### config.mk
export PLATFORM = sky130hd
export DESIGN_NAME = mpkd_ram
export DESIGN_NICKNAME = d
export VERILOG_FILES = /design/src/sv/mpkd_ram.sv
export SDC_FILE = /design/constraint.sdc
export NUM_CORES = 1
export LEC_CHECK = 0
export BUFFER_PORTS_ARGS = -buffer_cell sky130_fd_sc_hd__buf_2
export CAP_MARGIN = 20
export CORE_MARGIN = 4
export CORE_UTILIZATION = 35
export DETAILED_ROUTE_END_ITERATION = 10
export GPL_TIMING_DRIVEN = 0
export HOLD_SLACK_MARGIN = 0.1
export PLACE_DENSITY = 0.53
export SLEW_MARGIN = 25
export SYNTH_ARGS = -nofsm -noshare
export SYNTH_HDL_FRONTEND = slang
export SYNTH_SLANG_ARGS = --single-unit
### constraint.sdc
create_clock -name clock -period 6.1 [get_ports clock]
set_input_delay 0.61 -clock clock [delete_from_list [all_inputs] [get_ports clock]]
set_output_delay 0.61 -clock clock [all_outputs]
set_load 0.03 [all_outputs]
### src/sv/mpkd_ram.sv
module mpkd_ram #(
   parameter int WIDTH = 8,
   parameter int DEPTH = 64,
   localparam int AW = (DEPTH > 1) ? $clog2(DEPTH) : 1
) (
   input  logic             clock,
   input  logic             wr_en,
   input  logic [AW-1:0]    wr_addr,
   input  logic [WIDTH-1:0] wr_data,
   input  logic             rd_en,
   input  logic [AW-1:0]    rd_addr,
   output logic [WIDTH-1:0] rd_data
);

   logic [WIDTH-1:0] mem_ff [DEPTH];
   logic [WIDTH-1:0] rd_data_ff;

   // one write port, one registered read port
   always_ff @(posedge clock) begin
      if (wr_en) begin
         mem_ff[wr_addr] <= wr_data;
      end
      if (rd_en) begin
         rd_data_ff <= mem_ff[rd_addr];
      end
   end

   assign rd_data = rd_data_ff;

endmodule

==> summary.txt, run 1 <==
Num rows -> 87
Worst reg2reg path depth -> 5
Synth Area in Adders -> 0%
PD cells -> 324.4 nW/um^2
Chip Height -> 248.5 um
R2r startpoint -> mem_ff[21][6]
Number of global-route vias before repair -> 9859
Mux contribution to synthesized area -> 15.88%
PostCTS Resize Cnt -> 0
Synth Area in XOR/XNOR -> 0%
Worst Tran Pin Value -> 1.072 ns
Worst Setup Path Type -> input port to register
Synthesized area per cell -> 21.54 um^2
Clock buffer count from CTS -> 52
Final ANT Viol Nets -> 0
Starting density of the core -> 35.63%
Sequential area share after synthesis -> 77.12%
First-pass GRT wire length -> 73620 um
Final count of negative-setup-slack endpoints -> 0
Tmin final -> 3.343 ns
Crit. Startpoint -> rd_addr[2]
Total chip power -> 7442 uW
Area growth syn-to-layout -> 13.31%
Net Sw Frac -> 21.65%
Max FO, Critical Path -> 10
Finished Layout Cells -> 1816
Lkg Pwr -> 0.007009 uW
DRT Wirelength -> 51240 um
Ports -> 31
RD Place Congestion -> 0.8998
Fin Setup TNS -> 0 ns
Simple-Gate Fraction of Synth Area -> 3.374%
Via/cell ratio -> 5.369
Internal power -> 5831 uW
Sequential share of power -> 53.3%
Post-synth top area cell -> edfxtp_1
Synth unique cells -> 39
Hold Path Cell Cnt -> 1
Synth cell count leaders -> 520 x edfxtp_1, 126 x mux4_2, 83 x nor2_1
DRC Markers -> 0
Clock H-tree levels -> 2
Die Width -> 248.5 um
Avg WL per Cell -> 28.22 um
Number of max-cap violations -> 0
Clk network pwr share -> 41.2%
Ys async rst share -> 0%
Vias -> 9750
Synth Cell Area -> 20250 um^2
Clock root cell -> clkbuf_16
Count leader, synth -> edfxtp_1
Status -> completed
Die area -> 61760 um^2
Unrepaired setup endpoints after global routing -> false
Global route total overflow -> 0
Post-CTS Setup Inserts -> 0
Clk_lat worst skew -> 0.59 ns
Gate Count Post-Synth -> 940
Hold Violations, Final -> 0
P_sw -> 1611 uW
Longest Clk Path Bufs -> 3
Core Box Area -> 56820 um^2
Hold Buf Count CTS -> 0
Worst setup SP type -> input port
R2r setup slk -> 3.83 ns
Largest family of logic cells by synthesized area -> multiplexers
Hold crit path type -> input port to register
Worst setup endpoint -> rd_data[3]
Share of power burned in combinational logic -> 5.5%
Drt initial violations -> 1134
Synth area leaders -> edfxtp_1 77%, mux4_2 14%, nor2_1 1.5%
CTS tree -> done
Worst-path clk slew -> 0.06 ns
Yosys synthesis warning count -> 0
Crit share post-route -> 54.80%
Share of post-route cells with drive strength above 1 -> 25.02%
Worst EP required -> 6.35 ns
Worst-case vdd ir drop -> 0.2130 mV
Syn_nets -> 963
GRT Total Usage -> 16.37%
Top FF cell, synth -> edfxtp_1
Post-synth top area share -> 77.12%
Worst slew margin -> 28.29%
Register bit total from synthesis -> 520
Pre-antenna DRT Iters -> 5
Pins Over Slew Limit -> 0
Clk_skew -> 0.01692 ns
Detailed Place HPWL -> 32410 um
CP Capture Type -> register
Clk sinks -> 520
Initial antenna violation count -> 3
Largest net degree at the start of global routing -> 65
Dpl cells -> 1718
Reg-to-reg critical path endpoint -> rd_data[6]
Max frequency -> 299.1 MHz
Final net count -> 1039
Worst Path Arrival -> 3.59 ns
Port-buffer cells -> 22
Number of synthesized flops with an enable pin -> 520
Compound-Gate Fraction of Synth Area -> 2.064%
==> worst max-delay path, stage by stage <==
cell      delay [ns]
buf_2           0.20
buf_4           0.29
clkbuf_1        0.71
buf_2           0.55
o221ai_1        0.20
o21a_1          0.18
o41ai_1         0.83
==> cells in the final DEF (no fill, tap or decap), types with 3 or more instances in the layout <==
cell,Yosys,final
edfxtp_1,520,520
mux4_2,126,126
nor2_1,83,82
clkbuf_16,0,53
clkbuf_1,17,35
buf_2,11,25
mux2i_1,23,23
buf_4,13,21
nand2_1,19,19
nor2b_1,14,14
mux2_2,13,13
nand3_1,13,13
clkinv_1,0,10
o221ai_1,8,8
o22ai_1,8,8
clkinv_2,0,8
nand2b_1,7,7
a221oi_1,6,6
nor3_1,7,5
buf_6,4,4
buf_1,4,4
a211oi_1,4,4
nand3b_1,3,3
a21oi_1,3,3
a22oi_1,3,3
o2111ai_1,3,3
o2bb2ai_1,3,3
bufinv_16,0,3
==> area by class of cell <==
type	count	area (um^2)
buffer	51	316.6
clock buffer	71	1394
sequential	520	15620
multi-input combinational	369	4328
clock inverter	26	209.0
timing repair buffer	22	130.1
fill	5045	33880
antenna	1	2.502
tap	756	945.9
==> power by group through the flow <==
| stage | clock network, uW | logic, uW | registers [uW] |
|---|---|---|---|
| final | 3060 | 409 | 3970 |
| after detailed placement | 0 | 413 | 4050 |
| after CTS | 3130 | 413 | 3970 |
| after global placement | 0 | 406 | 4050 |
| after global routing | 3270 | 433 | 3970 |
| after floorplan | 0 | 211 | 4050 |
==> per-layer routing <==
metal	vias up	GRT usage, %	part of all wire [%]
met1	5249	23.57	44
met5	-	0	0.025
met3	85	3.177	7.0
li1	4095	-	-
met2	319	25.63	47
met4	2	4.680	2.4
==> kinds of logic after synthesis <==
group	count (synthesis)
AOI/OAI and AO/OA	54
buffers and inverters	51
DFF	520
muxes	162
and+or+nand+nor	153
==> how the worst min path moves through the flow <==
stage,slack [ns],startpoint,to
floorplan,0.71,wr_data[0],mem_ff[0][0]
global placement,0.95,rd_en,rd_data[0]
detailed placement,0.95,rd_en,rd_data[2]
CTS,0.32,rd_en,rd_data[3]
global route,0.34,rd_en,rd_data[3]
finish,0.35,rd_en,rd_data[3]
==> sequential cells by signal, summed over array words and instances, names as in the netlist <==
| name | flops |
|---|---|
| mem_ff | 512 |
| rd_data | 8 |
==> stage by stage <==
step / hold slack [ns] / area (um^2) / util (%) / worst slack, ns
final: 0.3514 / 22940 / 40.37 / 2.757
after global routing: 0.3427 / 22940 / 40.37 / 2.865
after CTS: 0.3218 / 22930 / 40.36 / 2.947
after detailed placement: 0.9519 / 21330 / 37.54 / 2.357
after global placement: 0.9483 / 21300 / 37.49 / 2.366
after floorplan: 0.7089 / 20250 / - / 3.684
Power figures use the tool's default switching activity.
==> run 2, diff against run 1 <==
==> constraint.sdc (replaced) <==
create_clock -name clock -period 3.2 [get_ports clock]
set_input_delay 0.32 -clock clock [delete_from_list [all_inputs] [get_ports clock]]
set_output_delay 0.32 -clock clock [all_outputs]
set_load 0.03 [all_outputs]
==> run 2 against run 1 <==
  * Global-route usage barely moved
  * Final area barely moved
  * Sequential share of layout area barely moved
  * Non-clock buffer count rose by 1
  * Utilization barely moved
  * Die area did not move
  * Worst setup slack got worse by 2.6 ns
  * Register-to-register slack got worse by 2.9 ns
  * Wire length barely moved
  * Hold slack got worse by 0.087 ns
  * Via count rose by 0.38%
  * Largest cell class unchanged
  * Highest routed layer unchanged
==> summary.txt, run 2 (synthesis results as in run 1) <==
Status -> completed
Net Sw Frac -> 21.66% (about the same)
Pre-antenna DRT Iters -> 5 (unchanged)
Fin Setup TNS -> 0 ns (unchanged)
Detailed Place HPWL -> 32410 um (unchanged)
Drt initial violations -> 1148 (+1.2%)
Finished Layout Cells -> 1817 (+0.055%)
Hold Violations, Final -> 0 (unchanged)
P_sw -> 3073 uW (+91%)
Max FFs per register -> 512 (unchanged)
Worst-case vdd ir drop -> 0.4078 mV (+91%)
Worst-path clk slew -> 0.06 ns (about the same)
DRC Markers -> 0 (unchanged)
DRT Wirelength -> 51250 um (about the same)
Biggest register -> mem_ff
Most common cell after layout, fill and taps aside -> edfxtp_1
Bufs and invs on worst path -> 4 (unchanged)
CP cell instances -> buf_2, buf_4, clkbuf_1, buf_2, o221ai_1, o21a_1, o41ai_1
Starting density of the core -> 35.63% (unchanged)
Die Width -> 248.5 um (unchanged)
Final net count -> 1040 (+0.096%)
Share of power burned in combinational logic -> 5.5% (about the same)
Placed inst area -> 21330 um^2 (unchanged)
Post-CTS Setup Inserts -> 0 (unchanged)
Unrepaired setup endpoints after global routing -> false
Longest Clk Path Bufs -> 3 (unchanged)
Number of max-cap violations -> 0 (unchanged)
Top delay family on crit path -> buffers and inverters
Initial antenna violation count -> 3 (unchanged)
Clock H-tree levels -> 2 (unchanged)
Avg WL per Cell -> 28.21 um (about the same)
Crit share post-route -> 95.14%
CP Capture Type -> register
Clk_lat worst skew -> 0.60 ns (about the same)
PostCTS Resize Cnt -> 0 (unchanged)
Final ANT Viol Nets -> 0 (unchanged)
Worst EP required -> 3.45 ns (-2.90 ns)
Share of post-route cells with drive strength above 1 -> 25.00% (about the same)
Clock buffer count from CTS -> 52 (unchanged)
Hold crit path type -> input port to register
Worst setup SP type -> input port
Clk sinks -> 520 (unchanged)
Worst slew margin -> 28.57% (+0.28 points)
Area growth syn-to-layout -> 13.35% (about the same)
Vias -> 9787 (+0.38%)
Dpl cells -> 1718 (unchanged)
Layout Cell Area excl Fill -> 22950 um^2 (about the same)
Clock root cell -> clkbuf_16
Die area -> 61760 um^2 (unchanged)
Worst Setup Path Type -> input port to register
First-pass GRT wire length -> 73660 um (about the same)
Worst Path Arrival -> 3.29 ns (-0.30 ns)
Slowest CP cell -> o41ai_1
Max incr delay on CP -> 0.84 ns (about the same)
Lkg Pwr -> 0.007013 uW (about the same)
Number of global-route vias before repair -> 9879 (+0.20%)
Final count of negative-setup-slack endpoints -> 0 (unchanged)
Total chip power -> 14190 uW (+91%)
Max FO, Critical Path -> 10 (unchanged)
Via/cell ratio -> 5.386 (+0.32%)
Largest net degree at the start of global routing -> 65 (unchanged)
Tmin final -> 3.044 ns
Global route total overflow -> 0 (unchanged)
Port-buffer cells -> 22 (unchanged)
Pins Over Slew Limit -> 0 (unchanged)
CTS tree -> done
RD Place Congestion -> 0.8998 (unchanged)
Core Box Area -> 56820 um^2 (unchanged)
Clk network pwr share -> 41.2% (about the same)
Clk_skew -> 0.01934 ns (+0.002427 ns)
Most frequent cells in the layout -> 520 x edfxtp_1, 126 x mux4_2, 82 x nor2_1
Worst Tran Pin Value -> 1.067 ns (-0.004249 ns)
Num rows -> 87 (unchanged)
GRT Total Usage -> 16.37% (about the same)
Top cell by count, worst path -> buf_2
Worst hold margin -> 0.2643 ns (-0.08709 ns)
PD cells -> 618.2 nW/um^2 (+91%)
Ports -> 31 (unchanged)
Hold Buf Count CTS -> 1 (+1)
Max frequency -> 328.5 MHz
Chip Height -> 248.5 um (unchanged)
R2r setup slk -> 0.93 ns (-2.90 ns)
Sequential share of power -> 53.3% (about the same)
Internal power -> 11110 uW (+91%)
==> run 2: path summary, 6_finish.rpt <==
check | start | endpoint | cells past startpoint
setup reg to reg | mem_ff[21][6] | rd_data[6] | 5
hold / removal | rd_addr[5] | rd_data[5] | 2
setup / recovery | rd_addr[2] | rd_data[3] | 7
hold reg to reg | mem_ff[6][7] | rd_data[7] | 4
==> run 2: layout make-up <==
| class | instances | area [um^2] |
|---|---|---|
| Timing Repair Buffer | 23 | 140.1 |
| Clock inverter | 26 | 209.0 |
| Clock buffer | 71 | 1394 |
| Fill cell | 5045 | 33870 |
| Buffer | 51 | 316.6 |
| Sequential cell | 520 | 15620 |
| Multi-Input combinational cell | 369 | 4328 |
| Tap cell | 756 | 945.9 |
| Antenna cell | 1 | 2.502 |
==> run 2: metal layers <==
| layer | up-vias | track usage, % | wire [um] |
|---|---|---|---|
| li1 | 4100 | - | - |
| met1 | 5263 | 23.49 | 22450 |
| met2 | 335 | 25.67 | 24070 |
| met3 | 87 | 3.260 | 3440 |
| met4 | 2 | 4.680 | 1278 |
| met5 | - | 0 | 13 |
==> run 2: through the flow <==
stage	worst slack (ns)	util (%)
3_3_place_gp	-0.2444	37.49
2_1_floorplan	1.074	-
6_report	0.1555	40.39
3_5_place_dp	-0.2534	37.54
4_1_cts	0.3371	40.38
5_1_grt	0.2551	40.39
==> run 2: power groups by stage <==
| stage | sequential (uW) | clock, uW | combinational [uW] |
|---|---|---|---|
| 2_1_floorplan | 7730 | 0 | 402 |
| 3_3_place_gp | 7710 | 0 | 773 |
| 3_5_place_dp | 7710 | 0 | 787 |
| 4_1_cts | 7570 | 5960 | 788 |
| 5_1_grt | 7570 | 6230 | 828 |
| 6_report | 7570 | 5840 | 780 |
==> run 3, diff against run 2 <==
--- a/config.mk
+++ b/config.mk
@@ -5,7 +5,7 @@
 export SDC_FILE = /design/constraint.sdc
 export NUM_CORES = 1
 export LEC_CHECK = 0
-export BUFFER_PORTS_ARGS = -buffer_cell sky130_fd_sc_hd__buf_2
+export BUFFER_PORTS_ARGS = -buffer_cell sky130_fd_sc_hd__buf_4
 export CAP_MARGIN = 20
 export CORE_MARGIN = 4
 export CORE_UTILIZATION = 35
==> run 3 against run 2 <==
  * Wire length is 0.56% higher
  * Final area is essentially flat
  * Fmax is 0.12% higher
  * Non-clock buffer count stayed put
  * Clock skew down 0.0086 ns
  * Via count down 1.1%
  * Sequential share of layout area rose by 0.060 points
  * Sequential power about the same
  * Total power decreased by 0.89%
  * Combinational power is 2% higher
  * First-iteration DRC count is 13% lower
  * Critical path depth is the same
  * Highest routed layer is now met4
==> summary.txt, run 3 (synthesis results as in run 1) <==
Worst hold margin -> 0.2590 ns (-0.005317 ns)
Pre-antenna DRT Iters -> 5 (unchanged)
CP cell instances -> buf_2, buf_4, clkbuf_1, buf_2, o221ai_1, o21a_1, o41ai_1
Via/cell ratio -> 5.355 (-0.59%)
Max FFs per register -> 512 (unchanged)
Worst Tran Pin Value -> 1.068 ns (+0.0009743 ns)
Drt initial violations -> 999 (-13%)
Fillers -> 5032 (-0.26%)
Unrepaired setup endpoints after global routing -> false
Worst-case vdd ir drop -> 0.3749 mV (-8.1%)
Core Box Area -> 56820 um^2 (unchanged)
Dpl cells -> 1718 (unchanged)
Starting density of the core -> 35.63% (unchanged)
Top cell by count, worst path -> buf_2
Status -> completed
Worst Path Arrival -> 3.28 ns (about the same)
Largest net degree at the start of global routing -> 65 (unchanged)
Clk_skew -> 0.01072 ns (-0.008624 ns)
Slowest CP cell -> o41ai_1
Clk_lat worst skew -> 0.59 ns (about the same)
RD Place Congestion -> 0.8774 (-2.5%)
Pins Over Slew Limit -> 0 (unchanged)
Worst-path clk slew -> 0.06 ns (about the same)
Top delay family on crit path -> buffers and inverters
First-pass GRT wire length -> 73390 um (-0.37%)
Clock buffer count from CTS -> 51 (-1.9%)
Finished Layout Cells -> 1808 (-0.50%)
PD cells -> 613.2 nW/um^2 (-0.81%)
Tmin final -> 3.041 ns (-0.003572 ns)
Num rows -> 87 (unchanged)
Bufs and invs on worst path -> 4 (unchanged)
GRT Total Usage -> 16.46% (+0.090 points)
Share of post-route cells with drive strength above 1 -> 24.62% (-0.38 points)
Final count of negative-setup-slack endpoints -> 0 (unchanged)
Hold crit path type -> input port to register
Max frequency -> 328.9 MHz (+0.12%)
Longest Clk Path Bufs -> 3 (unchanged)
DRC Markers -> 0 (unchanged)
CTS tree -> done
Chip Height -> 248.5 um (unchanged)
Crit share post-route -> 95.03% (-0.11 points)
Die area -> 61760 um^2 (unchanged)
Port-buffer cells -> 22 (unchanged)
CP Capture Type -> register
Biggest register -> mem_ff
Clk sinks -> 520 (unchanged)
Global route total overflow -> 0 (unchanged)
DRT Wirelength -> 51540 um (+0.56%)
Worst setup SP type -> input port
Final net count -> 1039 (-0.096%)
DP Worst Slack -> -0.2591 ns (-0.005708 ns)
Clock root cell -> clkbuf_16
Max FO, Critical Path -> 10 (unchanged)
Die Width -> 248.5 um (unchanged)
Clock H-tree levels -> 2 (unchanged)
Ports -> 31 (unchanged)
Initial antenna violation count -> 0 (-3)
PostCTS Resize Cnt -> 0 (unchanged)
Max incr delay on CP -> 0.84 ns (about the same)
Worst Setup Path Type -> input port to register
Final setup margin -> 0.1591 ns (+0.003572 ns)
Avg WL per Cell -> 28.50 um (+1.1%)
Vias -> 9681 (-1.1%)
Number of global-route vias before repair -> 10010 (+1.3%)
Post-CTS Setup Inserts -> 0 (unchanged)
Lkg Pwr -> 0.007002 uW (-0.16%)
Most common cell after layout, fill and taps aside -> edfxtp_1
Most frequent cells in the layout -> 520 x edfxtp_1, 126 x mux4_2, 81 x nor2_1
Hold Violations, Final -> 0 (unchanged)
Final ANT Viol Nets -> 0 (unchanged)
Number of max-cap violations -> 0 (unchanged)
Area growth syn-to-layout -> 13.26% (about the same)
Worst slew margin -> 28.77% (+0.20 points)
Worst EP required -> 3.44 ns (about the same)
Diodes inserted -> 0 (-1)
Detailed Place HPWL -> 32570 um (+0.52%)
-- run 3: power breakdown --
part	switching, uW	total [uW]	internal, uW
sequential	11.7	7570	7550
clock	2440	5700	3260
combinational	519	793	275
total	2970	14100	11100
-- run 3: final timing paths --
kind,from,end,slack [ns],cells after the start
min reg2reg,mem_ff[6][7],rd_data[7],1.08,4
min,rd_addr[5],rd_data[5],0.26,2
max,rd_addr[2],rd_data[3],0.16,7
max reg2reg,mem_ff[1][3],rd_data[3],0.91,4
-- run 3: per-layer routing --
layer / global-route usage [%] / part of all wire (%) / vias up / wire, um
met5: 0 / 0 / - / 0
met4: 5.321 / 2.6 / 0 / 1333
met3: 4.044 / 6.7 / 74 / 3476
met2: 25.80 / 47 / 337 / 24410
met1: 22.86 / 43 / 5178 / 22320
li1: - / - / 4092 / -
-- run 3: through the flow --
step           power (uW)  TNS, ns  utilization, %  area, um^2
2_1_floorplan        8130        0               -       20250
3_3_place_gp         8495  -0.8141           37.59       21360
3_5_place_dp         8510  -0.7313           37.61       21370
4_1_cts             14190        0           40.35       22930
5_1_grt             14500        0           40.36       22930
6_report            14060        0           40.36       22930
-- run 3: final cells by class --
type                            instances  area, um^2  area share (%)
Multi-Input combinational cell        369        4330           18.88
Clock buffer                           71        1394           6.078
Tap cell                              756       945.9           4.125
Buffer                                 51       316.6           1.380
Clock inverter                         18       153.9          0.6711
Timing Repair Buffer                   23       175.2          0.7639
Sequential cell                       520       15620           68.10
-- run 3: what timing repair did --
action,in CTS,in global routing
endpoints found under the hold margin,8,0
setup endpoints to repair,0,0
hold buffers,1,0
-- run 3: worst register-to-register path: stages (launching register included) --
cell and delay (ns):
edfxtp_1 0.32, mux4_2 0.28, nor2b_1 0.28, a2111oi_0 0.13, o41ai_1 0.95
